## config.mk

```make
export PLATFORM = sky130hd
export DESIGN_NAME = zrd_ctrl
export DESIGN_NICKNAME = d
export VERILOG_FILES = /design/src/rtl/core/zrd_pkg.sv /design/src/rtl/core/zrd_ctrl.sv
export SDC_FILE = /design/constraint.sdc
export NUM_CORES = 1
export LEC_CHECK = 0
export BUFFER_PORTS_ARGS = -buffer_cell sky130_fd_sc_hd__buf_2
export CAP_MARGIN = 20
export CORE_UTILIZATION = 45
export DETAILED_ROUTE_END_ITERATION = 6
export PLACE_DENSITY = 0.67
export SYNTH_ARGS = -nofsm -noshare
export SYNTH_HDL_FRONTEND = slang
export SYNTH_SLANG_ARGS = --single-unit
```

## constraint.sdc

```tcl
create_clock -name clk -period 6.7 [get_ports clk]
set_input_delay 0.335 -clock clk [delete_from_list [all_inputs] [get_ports clk]]
set_output_delay 0.335 -clock clk [all_outputs]
set_load 0.02 [all_outputs]
```

## src/rtl/core/zrd_pkg.sv

```systemverilog
// zrd_pkg: shared types, codes and sizes of the zero-run / delta decompressor
// used by zrd_ram, zrd_ctrl and zero_run_delta_decompressor_unit
package zrd_pkg;

  localparam int DEST_DEPTH = 1024;
  localparam int ADDR_W     = $clog2(DEST_DEPTH);
  localparam int LEN_W      = 11;
  localparam int SRC_LEN_W  = 16;
  localparam int CFG_W      = 16;
  localparam int CFG_IDX_W  = 2;

  localparam logic [1:0] FUNC_SOURCE  = 2'd0;
  localparam logic [1:0] FUNC_PRELOAD = 2'd1;
  localparam logic [1:0] FUNC_READ    = 2'd2;

  localparam logic [CFG_IDX_W-1:0] CFG_COMPRESSED = 2'd0;
  localparam logic [CFG_IDX_W-1:0] CFG_DELTA      = 2'd1;
  localparam logic [CFG_IDX_W-1:0] CFG_SRC_LEN    = 2'd2;
  localparam logic [CFG_IDX_W-1:0] CFG_DEST_SIZE  = 2'd3;

  localparam logic RESULT_REPORT = 1'b0;
  localparam logic RESULT_READ   = 1'b1;

  typedef enum logic [1:0] {
    PH_LIT_COUNT,
    PH_LITERALS,
    PH_ZERO_COUNT
  } phase_t;

  typedef enum logic [1:0] {
    ST_IDLE,
    ST_RMW,
    ST_ZERO,
    ST_RDATA
  } state_t;

  typedef struct packed {
    logic [1:0] func;
    logic [7:0] byte_value;
    logic [9:0] mem_address;
  } in_word_t;

  typedef struct packed {
    logic             result_kind;
    logic [7:0]       read_data;
    logic [LEN_W-1:0] out_length;
    logic             frame_error;
  } out_word_t;

  typedef struct packed {
    logic              we;
    logic              re;
    logic [ADDR_W-1:0] addr;
    logic [7:0]        wdata;
  } ram_req_t;

endpackage

```

## src/rtl/core/zrd_ctrl.sv

```systemverilog
// zrd_ctrl: configuration registers, frame decoder and memory sequencer
// uses zrd_pkg; drives zrd_ram through a request struct
module zrd_ctrl (
  input  logic                            clk,
  input  logic                            rst,
  input  logic                            cfg_we,
  input  logic [zrd_pkg::CFG_IDX_W-1:0]   cfg_index,
  input  logic [zrd_pkg::CFG_W-1:0]       cfg_data,
  input  logic                            in_valid,
  output logic                            in_stall,
  input  zrd_pkg::in_word_t               in_data,
  output zrd_pkg::ram_req_t               ram_req,
  input  logic [7:0]                      ram_rdata,
  output zrd_pkg::out_word_t              pend,
  output logic                            pend_valid,
  input  logic                            pend_take
);

  localparam int LW = zrd_pkg::LEN_W;
  localparam int AW = zrd_pkg::ADDR_W;
  localparam int SW = zrd_pkg::SRC_LEN_W;

  logic                compressed_mode;
  logic                delta_mode;
  logic [SW-1:0]       source_length;
  logic [LW-1:0]       dest_size;

  zrd_pkg::state_t     state;
  zrd_pkg::state_t     state_next;
  zrd_pkg::phase_t     phase;
  zrd_pkg::phase_t     phase_next;
  logic [LW-1:0]       wp;
  logic [LW-1:0]       wp_next;
  logic [SW-1:0]       consumed;
  logic [7:0]          litrem;
  logic [7:0]          litrem_next;
  logic                err;
  logic                err_next;

  logic [AW-1:0]       op_addr;
  logic [7:0]          op_byte;
  logic                op_ok;
  logic [7:0]          zcnt;

  logic                in_acc;
  logic [7:0]          b;
  logic                addr_ok;
  logic [LW-1:0]       lim;
  logic [SW-1:0]       srclen;
  logic [SW-1:0]       cons_inc;
  logic                frame_end;
  logic                active;
  logic                do_put;
  logic                do_zero;
  logic [LW-1:0]       room;
  logic [7:0]          run_len;

  assign in_acc  = in_valid && !in_stall;
  assign b       = in_data.byte_value;
  assign addr_ok = 32'(in_data.mem_address) < zrd_pkg::DEST_DEPTH;

  // frame decode of one source word
  always_comb begin
    lim       = (32'(dest_size) > zrd_pkg::DEST_DEPTH) ? LW'(zrd_pkg::DEST_DEPTH) : dest_size;
    srclen    = (source_length == '0) ? SW'(1) : source_length;
    cons_inc  = consumed + SW'(1);
    frame_end = (cons_inc >= source_length) || (cons_inc == '0);
    active    = (wp < lim) && !err;
    room      = lim - wp;
    run_len   = (LW'(b) > room) ? room[7:0] : b;
    do_put      = 1'b0;
    do_zero     = 1'b0;
    wp_next     = wp;
    phase_next  = phase;
    litrem_next = litrem;
    err_next    = err;
    if (active) begin
      if (!compressed_mode) begin
        do_put = 1'b1;
      end else begin
        case (phase)
          zrd_pkg::PH_LITERALS: begin
            do_put      = 1'b1;
            litrem_next = litrem - 8'd1;
            if (litrem == 8'd1) begin
              phase_next = zrd_pkg::PH_ZERO_COUNT;
            end
          end
          zrd_pkg::PH_ZERO_COUNT: begin
            wp_next    = wp + LW'(run_len);
            phase_next = zrd_pkg::PH_LIT_COUNT;
            do_zero    = !delta_mode && (run_len != 8'd0);
          end
          default: begin
            phase_next = zrd_pkg::PH_LIT_COUNT;
            if (({1'b0, consumed} + 17'd1 + 17'(b)) > {1'b0, srclen}) begin
              err_next = 1'b1;
            end else if (b == 8'd0) begin
              phase_next = zrd_pkg::PH_ZERO_COUNT;
            end else begin
              litrem_next = b;
              phase_next  = zrd_pkg::PH_LITERALS;
            end
          end
        endcase
      end
    end
    if (do_put) begin
      wp_next = wp + LW'(1);
    end
  end

  // next state
  always_comb begin
    state_next = state;
    case (state)
      zrd_pkg::ST_IDLE: begin
        if (in_acc) begin
          case (in_data.func)
            zrd_pkg::FUNC_SOURCE: begin
              if (do_put && delta_mode) begin
                state_next = zrd_pkg::ST_RMW;
              end else if (do_zero) begin
                state_next = zrd_pkg::ST_ZERO;
              end
            end
            zrd_pkg::FUNC_READ: state_next = zrd_pkg::ST_RDATA;
            default: state_next = zrd_pkg::ST_IDLE;
          endcase
        end
      end
      zrd_pkg::ST_ZERO: begin
        if (zcnt == 8'd1) begin
          state_next = zrd_pkg::ST_IDLE;
        end
      end
      default: state_next = zrd_pkg::ST_IDLE;
    endcase
  end

  // outputs
  always_comb begin
    ram_req  = '0;
    in_stall = (state != zrd_pkg::ST_IDLE) || pend_valid;
    case (state)
      zrd_pkg::ST_IDLE: begin
        if (in_acc) begin
          case (in_data.func)
            zrd_pkg::FUNC_SOURCE: begin
              ram_req.addr  = AW'(wp);
              ram_req.wdata = b;
              ram_req.we    = do_put && !delta_mode;
              ram_req.re    = do_put && delta_mode;
            end
            zrd_pkg::FUNC_PRELOAD: begin
              ram_req.addr  = AW'(in_data.mem_address);
              ram_req.wdata = b;
              ram_req.we    = addr_ok;
            end
            zrd_pkg::FUNC_READ: begin
              ram_req.addr = AW'(in_data.mem_address);
              ram_req.re   = 1'b1;
            end
            default: ram_req = '0;
          endcase
        end
      end
      zrd_pkg::ST_RMW: begin
        ram_req.we    = 1'b1;
        ram_req.addr  = op_addr;
        ram_req.wdata = ram_rdata + op_byte;
      end
      zrd_pkg::ST_ZERO: begin
        ram_req.we    = 1'b1;
        ram_req.addr  = op_addr;
        ram_req.wdata = 8'd0;
      end
      default: ram_req = '0;
    endcase
  end

  always_ff @(posedge clk) begin
    if (rst) begin
      compressed_mode <= 1'b1;
      delta_mode      <= 1'b0;
      source_length   <= SW'(1);
      dest_size       <= LW'(1024);
    end else if (cfg_we) begin
      case (cfg_index)
        zrd_pkg::CFG_COMPRESSED: compressed_mode <= cfg_data[0];
        zrd_pkg::CFG_DELTA:      delta_mode      <= cfg_data[0];
        zrd_pkg::CFG_SRC_LEN:    source_length   <= cfg_data[SW-1:0];
        zrd_pkg::CFG_DEST_SIZE:  dest_size       <= cfg_data[LW-1:0];
        default:                 dest_size       <= dest_size;
      endcase
    end
  end

  always_ff @(posedge clk) begin
    if (rst) begin
      state      <= zrd_pkg::ST_IDLE;
      wp         <= '0;
      consumed   <= '0;
      phase      <= zrd_pkg::PH_LIT_COUNT;
      litrem     <= '0;
      err        <= 1'b0;
      pend_valid <= 1'b0;
    end else begin
      state <= state_next;
      if (pend_take) begin
        pend_valid <= 1'b0;
      end
      if (in_acc && (in_data.func == zrd_pkg::FUNC_SOURCE)) begin
        if (frame_end) begin
          wp         <= '0;
          consumed   <= '0;
          phase      <= zrd_pkg::PH_LIT_COUNT;
          litrem     <= '0;
          err        <= 1'b0;
          pend_valid <= 1'b1;
        end else begin
          wp       <= wp_next;
          consumed <= cons_inc;
          phase    <= phase_next;
          litrem   <= litrem_next;
          err      <= err_next;
        end
      end
      if (state == zrd_pkg::ST_RDATA) begin
        pend_valid <= 1'b1;
      end
    end
  end

  // operand and result holding, no reset needed
  always_ff @(posedge clk) begin
    if (in_acc) begin
      op_byte <= b;
      op_ok   <= addr_ok;
      op_addr <= AW'(wp);
      zcnt    <= run_len;
      if ((in_data.func == zrd_pkg::FUNC_SOURCE) && frame_end) begin
        pend.result_kind <= zrd_pkg::RESULT_REPORT;
        pend.read_data   <= 8'd0;
        pend.out_length  <= wp_next;
        pend.frame_error <= err_next;
      end
    end else if (state == zrd_pkg::ST_ZERO) begin
      op_addr <= op_addr + AW'(1);
      zcnt    <= zcnt - 8'd1;
    end
    if (state == zrd_pkg::ST_RDATA) begin
      pend.result_kind <= zrd_pkg::RESULT_READ;
      pend.read_data   <= op_ok ? ram_rdata : 8'd0;
      pend.out_length  <= '0;
      pend.frame_error <= 1'b0;
    end
  end

  a_zero_count: assert property (@(posedge clk) disable iff (rst)
    state == zrd_pkg::ST_ZERO |-> zcnt != 8'd0)
    else $error("zero run entered with empty count");

  a_read_before_use: assert property (@(posedge clk) disable iff (rst)
    (state == zrd_pkg::ST_RMW || state == zrd_pkg::ST_RDATA) |-> $past(ram_req.re))
    else $error("memory data used without a read issued");

  a_single_port: assert property (@(posedge clk) disable iff (rst)
    !(ram_req.we && ram_req.re))
    else $error("read and write in the same cycle");

  a_wp_range: assert property (@(posedge clk) disable iff (rst)
    32'(wp) <= zrd_pkg::DEST_DEPTH)
    else $error("write pointer beyond memory");

  a_pend_hold: assert property (@(posedge clk) disable iff (rst)
    pend_valid && !pend_take |=> pend_valid && $stable(pend))
    else $error("held result changed before hand-off");

endmodule

```

# ---- After elaboration in Yosys (flattened, before gate mapping)
# Index checks and enable logic that the tools add are counted.
dict set report word_totals {
  ff_bits 117
  inputBits 51
  output_inout_bits 43
  wordCells 148
}
dict set report classes {
  addsub 10
  order_cmp 5
  n_eq_ne 19
  muxes 58
  reduce_logical 38
}
# cell n
set ops {}
lappend ops {{2-to-1 mux 20 bit} 4}
lappend ops {{2-to-1 mux 8 bit} 9}
lappend ops {{2-to-1 mux 11 bit} 6}
lappend ops {{one-hot mux 18 bit (3 select lines)} 1}
lappend ops {{zero test 16 bit} 2}
lappend ops {{2-to-1 mux 16 bit} 2}
lappend ops {{2-to-1 mux 10 bit} 2}
lappend ops {{2-to-1 mux 2 bit} 10}
lappend ops {{one-hot mux 10 bit (2 select lines)} 1}
lappend ops {{adder 16 x 1 -> 17 bit (second input constant)} 1}
lappend ops {{adder 17 x 8 -> 17 bit} 1}
lappend ops {{greater-than comparator 17 x 16 -> 1 bit} 1}
lappend ops {{adder 16 x 1 -> 16 bit (second input constant)} 1}
lappend ops {{equality test 8 x 1 -> 1 bit (second input constant)} 2}
lappend ops {{greater-or-equal comparator 16 bit} 1}
lappend ops {{2-to-1 mux 1 bit} 16}
lappend ops {{one-hot mux 8 bit (2 select lines)} 1}
lappend ops {{subtractor 8 x 1 -> 8 bit (second input constant)} 2}
lappend ops {{equality test 2 bit (second input constant)} 6}
lappend ops {{one-hot mux 2 bit (2 select lines)} 3}
lappend ops {{AND reduction 2 bit} 6}
lappend ops {{nonzero test 2 bit} 6}
lappend ops {{adder 11 x 1 -> 11 bit (second input constant)} 1}
lappend ops {{adder 11 x 8 -> 11 bit} 1}
lappend ops {{other kinds (22)} 44}

# ---- Logic depth before layout (Yosys ltp)
# Gate-level depths: netlist of run 1.
dict set report logic_depth {
  depth_word 15
  mapped_depth 26
  ltp_nobuf 25
}

# ---- Worst setup path after synthesis of run 1
# No wires, ideal clock.
dict set report synth_path {
  path_kind {reg-to-reg}
  from {register dest_size[10]}
  to {register wp[10]}
  setup_time_ns 0.070
  arrival_time_ns 5.423
  required_ns 6.630
  setup_slack_ns 1.207
  stages_incl_launch_ff 26
  path_buffers 2
  synth_period_minus_slack_ns 5.493
  cell_sequence {dfxtp_1 clkbuf_1 nor2b_1 ha_1 buf_2 a21o_1 or4_1 o21ai_0 xnor2_1 inv_1 ha_1 nand2_1 nor4b_1 a32oi_1 o221ai_2 mux2_2 ha_1 a21o_1 a21oi_1 o21ai_0 o211a_1 o31ai_1 a21oi_1 nand3_1 or3_1 a21oi_1}
}
dict set report synth_between {
  elab_chain_len 11
  elab_cells_between_ends 14
  cone_classes {add/sub (2); order compare (3); mux (8); reduce/logical (1)}
}
# element line
set synth_rtl {}
lappend synth_rtl {{start, declared} zrd_ctrl.sv:26} ;# logic [LW-1:0] dest_size;
lappend synth_rtl {{start signal, assigned} zrd_ctrl.sv:193} ;# zrd_pkg::CFG_DEST_SIZE: dest_size <= cfg_data[LW-1:0];
lappend synth_rtl {{start signal, assigned} zrd_ctrl.sv:194} ;# default: dest_size <= dest_size;
lappend synth_rtl {{greater-than comparator 11 bit} zrd_ctrl.sv:64} ;# lim = (32'(dest_size) > zrd_pkg::DEST_DEPTH) ? LW'(zrd_pkg::DEST_DEPTH) : dest_size;
lappend synth_rtl {{2-to-1 mux 11 bit (*)} zrd_ctrl.sv:64}
lappend synth_rtl {{subtractor 11 bit} zrd_ctrl.sv:69} ;# room = lim - wp;
lappend synth_rtl {{greater-than comparator 8 x 11 -> 1 bit} zrd_ctrl.sv:70} ;# run_len = (LW'(b) > room) ? room[7:0] : b;
lappend synth_rtl {{2-to-1 mux 8 bit} zrd_ctrl.sv:70}
lappend synth_rtl {{adder 11 x 8 -> 11 bit} zrd_ctrl.sv:90} ;# wp_next = wp + LW'(run_len);
lappend synth_rtl {{2-to-1 mux 11 bit} zrd_ctrl.sv:81} ;# case (phase)
lappend synth_rtl {{2-to-1 mux 11 bit} zrd_ctrl.sv:78} ;# if (!compressed_mode) begin
lappend synth_rtl {{2-to-1 mux 11 bit} zrd_ctrl.sv:77} ;# if (active) begin
lappend synth_rtl {{2-to-1 mux 11 bit (*)} zrd_ctrl.sv:108} ;# if (do_put) begin
lappend synth_rtl {{2-to-1 mux 11 bit (*)} zrd_ctrl.sv:214} ;# if (frame_end) begin
lappend synth_rtl {{end signal, assigned} zrd_ctrl.sv:222} ;# wp <= wp_next;
lappend synth_rtl {{end, declared} zrd_ctrl.sv:32} ;# logic [LW-1:0] wp;
# Mark *: on every way between the ends. The rest lies on a longest branch, timed or not.
# A chain may end at the register's enable or synchronous reset.

# ---- Final worst setup path of run 1
dict set report layout_path {
  from {register wp[3]}
  to {register wp[10]}
}
dict set report layout_between {
  elab_chain_len 9
  elab_cells_between_ends 13
  cone_classes {add/sub (3); order compare (2); mux (7); reduce/logical (1)}
}
# element line
set layout_rtl {}
lappend layout_rtl {{subtractor 11 bit} zrd_ctrl.sv:69}
lappend layout_rtl {{greater-than comparator 8 x 11 -> 1 bit} zrd_ctrl.sv:70}
lappend layout_rtl {{2-to-1 mux 8 bit} zrd_ctrl.sv:70}
lappend layout_rtl {{adder 11 x 8 -> 11 bit} zrd_ctrl.sv:90}
lappend layout_rtl {{2-to-1 mux 11 bit} zrd_ctrl.sv:81}
lappend layout_rtl {{2-to-1 mux 11 bit} zrd_ctrl.sv:78}
lappend layout_rtl {{2-to-1 mux 11 bit} zrd_ctrl.sv:77}
lappend layout_rtl {{2-to-1 mux 11 bit (*)} zrd_ctrl.sv:108}
lappend layout_rtl {{2-to-1 mux 11 bit (*)} zrd_ctrl.sv:214}
# Marks and branches as above.

==> results of run 1 <==
[power breakdown]
part           switching, mW  internal [mW]
registers             0.0636          0.823
logic                  0.363          0.211
clock network          0.362          0.594
total                  0.789           1.63
[worst max-delay path, cell delays in order, from the launching register on]
cell	delay, ns
dfxtp_1	0.45
inv_1	0.16
ha_1	0.45
a21o_1	0.25
or4_1	0.43
o21ai_0	0.21
xnor2_1	0.22
inv_1	0.08
ha_1	0.30
nand2_1	0.05
nor4b_1	0.29
a32oi_1	0.15
o221ai_2	0.45
mux2i_1	0.34
ha_1	0.23
fa_1	0.21
a21o_1	0.13
a21oi_1	0.10
o21ai_0	0.19
o211a_1	0.20
o31ai_1	0.07
a21oi_1	0.37
nand3_1	0.18
or3_1	0.34
a21oi_1	0.16
[worst min path at each step]
stage / startpoint / end / slack [ns] / depth (start not counted)
floorplan: dest_size[1]$_SDFFE_PP0P_ / dest_size[1]$_SDFFE_PP0P_ / 0.43 / 2
global placement: pend[20]$_SDFFE_PP1P_ / pend[20]$_SDFFE_PP1P_ / 0.43 / 1
detailed placement: pend[20]$_SDFFE_PP1P_ / pend[20]$_SDFFE_PP1P_ / 0.44 / 1
CTS: cfg_data[13] / source_length[13]$_SDFFE_PP0P_ / 0.13 / 3
global route: cfg_data[13] / source_length[13]$_SDFFE_PP0P_ / 0.13 / 3
finish: cfg_data[13] / source_length[13]$_SDFFE_PP0P_ / 0.14 / 3
[sequential cells by signal (all words and copies together), names as in the netlist]
register / flops
pend: 21
consumed: 16
source_length: 16
dest_size: 11
wp: 11
op_addr: 10
litrem: 8
op_byte: 8
zcnt: 8
phase: 2
state: 2
compressed_mode: 1
delta_mode: 1
err: 1
pend_valid: 1
[Yosys cell counts (21+ instances only)]
| cell type | count |
|---|---|
| ha_1 | 89 |
| xnor2_1 | 48 |
| inv_1 | 84 |
| a21oi_1 | 114 |
| nand4_1 | 21 |
| nand3_1 | 49 |
| nand2_1 | 151 |
| edfxtp_1 | 34 |
| clkbuf_1 | 43 |
| o21ai_0 | 56 |
| nor2_1 | 89 |
| dfxtp_1 | 83 |
[layout make-up]
cell class	instances	share of cell area
Clock buffer	20	0.0457
Clock inverter	12	0.0134
Inverter	85	0.0305
Multi-Input combinational cell	913	0.572
Sequential cell	117	0.257
Tap cell	270	0.0323
Timing Repair Buffer	100	0.0496
[kinds of logic after synthesis]
logic type / Yosys count
compound gates: 303
xor+xnor: 67
fa+ha+maj: 93
buf+inv: 144
flops: 117
mux: 13
simple gates: 437
[through the flow]
step / total power [mW] / std cells / setup WS (ns) / area, um2 / hold WS [ns]
after floorplan: 1.29 / 1174 / 1.21 / 9260 / 0.432
after global placement: 1.46 / 1485 / 0.810 / 9840 / 0.429
after detailed placement: 1.47 / 1485 / 0.599 / 9840 / 0.436
after CTS: 2.43 / 1517 / 0.585 / 10500 / 0.126
after global routing: 2.54 / 1517 / 0.0510 / 10500 / 0.132
final: 2.42 / 1517 / 0.600 / 10500 / 0.137
[metal layers]
metal | wire length [um] | vias up
met1 | 11600 | 4025
met4 | 780 | 0
met5 | 0 | -
li1 | - | 4307
met2 | 12300 | 259
met3 | 1360 | 50
==> results.sh, run 1 <==
export IMPL_cts_resized=0
export IMPL_start_kind="register"
export IMPL_endpoint_kind="register"
export IMPL_netlist_instances=1174
export IMPL_status="complete, but fails checks"
export IMPL_tns_ns=0
export IMPL_cts_tree="yes"
export IMPL_worstPathArrival_ns=6.45
export IMPL_grt_pass1_vias=8065
export IMPL_start_util=0.458
export IMPL_drt_initial_drc_count=481
export IMPL_max_slew_margin=0.328
export IMPL_synth_compound_area_share=0.210
export IMPL_fmax_ghz=0.164
export IMPL_drc=1
export IMPL_reg2reg_from="wp[3]$_SDFFE_PP0P_"
export IMPL_ir_drop_mv=0.185
export IMPL_ys_top_cells_by_area="dfxtp_1 18%, ha_1 12%, edfxtp_1 11%, a21oi_1 6.2%, nand2_1 6.1%"
export IMPL_tightest_slew_ns=1.00
export IMPL_drv_slew=0
export IMPL_r2r_slack_ns=0.60
export IMPL_synth_xor_area_frac=0.0634
export IMPL_n_antenna_cell=0
export IMPL_grt_pass1_wl_um=42000
export IMPL_first_pass_iters=7
export IMPL_yosysTopAreaCell="dfxtp_1"
export IMPL_synth_seq_cells=117
export IMPL_wl_um=26000
export IMPL_power_density_nw_per_um2=231
export IMPL_die_h_um=145
export IMPL_synth_edff_count=34
export IMPL_multi_input_comb_area_um2=5980
export IMPL_cts_root_buffer="clkbuf_16"
export IMPL_synth_top_family_by_area="simple AND/OR/NAND/NOR gates"
export IMPL_p_leak_nw=4.28
export IMPL_place_gp_congestion=0.884
export IMPL_wl_per_cell_um=17.1
export IMPL_final_fill_count=1986
export IMPL_die_area_um2=21200
export IMPL_setup_violations=0
export IMPL_hpwl_um=19400
export IMPL_fin_util=0.517
export IMPL_met3_usage=0.0470
export IMPL_failed_checks="DRC"
export IMPL_synth_flop_cell="dfxtp_1"
export IMPL_synthDistinctLibCells=75
export IMPL_clk_pin_slew_ns=0.06
export IMPL_nets=1378
export IMPL_clock_latency_ns=0.43
export IMPL_ioPinCount=94
export IMPL_worstRegToRegCells=24
export IMPL_critPathLaunch="wp[3]$_SDFFE_PP0P_"
export IMPL_yosys_area_top_type_share=0.179
export IMPL_cts_buffers=17
export IMPL_rsz0062_at_grt="no"
export IMPL_mostFrequentLayoutCells="151 x nand2_1, 114 x a21oi_1, 93 x buf_2"
export IMPL_syn_num_nets=1318
export IMPL_cts_setup_buffers=0
export IMPL_grt_max_degree=68
export IMPL_cts_buffer_depth=2
export IMPL_h_tree_depth=4
export IMPL_drive_above_1_share=0.128
export IMPL_area_growth_pct=12.9
export IMPL_met2_usage=0.416
export IMPL_grt_overflow=0
export IMPL_met1_usage=0.321
export IMPL_final_common_cell="nand2_1"
export IMPL_yosys_warnings=0
export IMPL_required_ns=7.05
export IMPL_synthMuxAreaShare=0.0150
export IMPL_io_buffer_count=93
export IMPL_holdBufCountCts=0
export IMPL_finalHoldViolations=0
export IMPL_synth_fa_ha_area_frac=0.129
export IMPL_syn_area_um2=9260
export IMPL_yosys_area_share_simple=0.228
export IMPL_seq_area_frac_synth=0.290
export IMPL_cts_sinks=117
export IMPL_grt_busiest_layer="met2"
export IMPL_rows=52
export IMPL_avgViaCountPerCell=5.70
export IMPL_maxCapViolCount=0
export IMPL_period_share=0.910
export IMPL_finClkSkew_ns=0.0107
export IMPL_route_vias_total=8641
export IMPL_die_x_um=145
export IMPL_antenna_found_initial=0
export IMPL_crit_type="reg2reg"
export IMPL_cp_endpoint="wp[10]$_SDFFE_PP0P_"
export IMPL_period_minus_slack_ns=6.10
export IMPL_ant_nets=0
export IMPL_r2r_end="wp[10]$_SDFFE_PP0P_"
export IMPL_hold_class="in2reg"
export IMPL_grt_usage=0.250
export IMPL_register_area_um2=2680
export IMPL_synthArstFlopShare=0
export IMPL_syn_area_per_cell_um2=7.89
export IMPL_core_area_um2=20200
export IMPL_cp_max_fo=9
No activity file was read; power rests on OpenSTA's default activity.
==> inputs of run 2 (changes only) <==
--- a/config.mk
+++ b/config.mk
@@ -9,6 +9,7 @@
 export CAP_MARGIN = 20
 export CORE_UTILIZATION = 45
 export DETAILED_ROUTE_END_ITERATION = 6
+export GPL_TIMING_DRIVEN = 0
 export PLACE_DENSITY = 0.67
 export SYNTH_ARGS = -nofsm -noshare
 export SYNTH_HDL_FRONTEND = slang
==> results.sh, run 2 (same netlist as run 1, synthesis figures left out) <==
export IMPL_hpwl_um=20900
export IMPL_rsz0062_at_grt="no"
export IMPL_period_share=0.926
export IMPL_maxCapViolCount=0
export IMPL_crit_type="reg2reg"
export IMPL_cts_tree="yes"
export IMPL_wl_per_cell_um=17.3
export IMPL_grt_pass1_vias=8141
export IMPL_ioPinCount=94
export IMPL_max_slew_margin=0.368
export IMPL_p_leak_nw=4.36
export IMPL_clk_pin_slew_ns=0.06
export IMPL_worstPathArrival_ns=6.55
export IMPL_start_kind="register"
export IMPL_cts_sinks=117
export IMPL_start_util=0.458
export IMPL_nets=1430
export IMPL_cts_setup_buffers=0
export IMPL_period_minus_slack_ns=6.20
export IMPL_clock_latency_ns=0.44
export IMPL_required_ns=7.04
export IMPL_regMostFlops="pend"
export IMPL_tightest_slew_ns=0.949
export IMPL_grt_max_degree=19
export IMPL_top_regs="pend x21, consumed x16, source_length x16"
export IMPL_ir_drop_mv=0.190
export IMPL_dp_slack_ns=0.285
export IMPL_grt_pass1_wl_um=42500
export IMPL_ant_nets=0
export IMPL_final_common_cell="nand2_1"
export IMPL_wl_um=27100
export IMPL_n_antenna_cell=0
export IMPL_fmax_ghz=0.161
export IMPL_io_buffer_count=93
export IMPL_power_density_nw_per_um2=229
export IMPL_finalHoldViolations=0
export IMPL_die_area_um2=21200
export IMPL_cts_buffers=17
export IMPL_route_vias_total=8815
export IMPL_final_fill_count=1968
export IMPL_drv_slew=0
export IMPL_cts_root_buffer="clkbuf_16"
export IMPL_h_tree_depth=4
export IMPL_tns_ns=0
export IMPL_status="completed"
export IMPL_setup_slack_ns=0.499
export IMPL_finClkSkew_ns=0.0105
export IMPL_grt_usage=0.255
export IMPL_largest_reg_flops=21
export IMPL_endpoint_kind="register"
export IMPL_grt_overflow=0
export IMPL_area_growth_pct=15.4
export IMPL_avgViaCountPerCell=5.62
export IMPL_cts_buffer_depth=2
export IMPL_rows=52
export IMPL_die_h_um=145
export IMPL_drt_initial_drc_count=696
export IMPL_first_pass_iters=6
export IMPL_die_x_um=145
export IMPL_mostFrequentLayoutCells="151 x nand2_1, 113 x a21oi_1, 97 x buf_2"
export IMPL_setup_violations=0
export IMPL_hold_class="in2reg"
export IMPL_core_area_um2=20200
export IMPL_antenna_found_initial=0
export IMPL_place_gp_congestion=0.909
export IMPL_multi_input_comb_area_um2=5990
export IMPL_register_area_um2=2680
export IMPL_drc=0
export IMPL_drive_above_1_share=0.128
export IMPL_cp_max_fo=9
-- run 2: cell types whose count changed in the layout (fill, tap and decap cells not counted), sizes merged --
cell,delta
clkbuf,+41
clkinvlp,+1
bufinv,+1
buf,+9
inv,+2
clkinv,-2
-- run 2: worst max-delay path, cell delays in order (launching register included) --
cell and delay [ns]:
dfxtp_1 0.50, inv_1 0.22, ha_1 0.32, buf_2 0.18
a21o_1 0.22, or4_1 0.43, o21ai_0 0.21, xnor2_1 0.22
inv_1 0.08, ha_1 0.29, nand2_1 0.05, nor4b_1 0.31
a32oi_1 0.19, o221ai_4 0.37, mux2i_1 0.21, ha_1 0.25
fa_1 0.41, a21o_1 0.20, a21oi_1 0.25, o21ai_0 0.13
o211a_1 0.15, o31ai_1 0.30, a21oi_2 0.17, nand3_1 0.15
xnor2_1 0.08, a211oi_1 0.22
-- run 2: final cells by class --
class,count,share of cell area
multi-input combinational,913,0.561
clock inverter,14,0.0160
buffer,59,0.0262
sequential,117,0.251
clock buffer,18,0.0411
inverter,85,0.0298
timing repair buffer,93,0.0435
tap,270,0.0316
-- run 2: metrics by stage --
step | power [mW] | instance area (um2) | hold WS [ns] | util | instances
after floorplan | 1.29 | 9260 | 0.432 | - | 1174
after global placement | 1.47 | 10100 | 0.429 | 0.497 | 1537
after detailed placement | 1.48 | 10100 | 0.436 | 0.497 | 1537
after CTS | 2.45 | 10700 | 0.120 | 0.527 | 1569
after global routing | 2.56 | 10700 | 0.142 | 0.528 | 1569
final | 2.45 | 10700 | 0.132 | 0.528 | 1569
-- run 2: final timing paths --
check | startpoint | to | slack (ns) | cells past startpoint
worst min-delay path | cfg_data[12] | source_length[12]$_SDFFE_PP0P_ | 0.13 | 3
worst max register to register | wp[3]$_SDFFE_PP0P_ | pend[11]$_SDFFE_PP0P_ | 0.50 | 25
worst max-delay path | wp[3]$_SDFFE_PP0P_ | pend[11]$_SDFFE_PP0P_ | 0.50 | 25
worst min register to register | pend[20]$_SDFFE_PP1P_ | pend[20]$_SDFFE_PP1P_ | 0.44 | 1
-- run 2: metal layers --
layer | share of wire | vias up | GRT usage
met4 | 0.036 | 0 | 0.116
li1 | - | 4399 | -
met3 | 0.052 | 49 | 0.0386
met2 | 0.47 | 271 | 0.438
met5 | 0 | - | 0
met1 | 0.44 | 4096 | 0.317
-- run 2: repair_timing --
| item | CTS | global route |
|---|---|---|
| resized for setup | 0 | 4 |
| hold buffers | 0 | 0 |
| endpoints found under the setup margin | 0 | 7 |
-- run 2: power by group --
group / internal, mW / total [mW] / switching [mW]
Sequential: 0.823 / 0.886 / 0.0631
Clock: 0.598 / 0.969 / 0.370
Combinational: 0.218 / 0.592 / 0.374
Total: 1.64 / 2.45 / 0.807
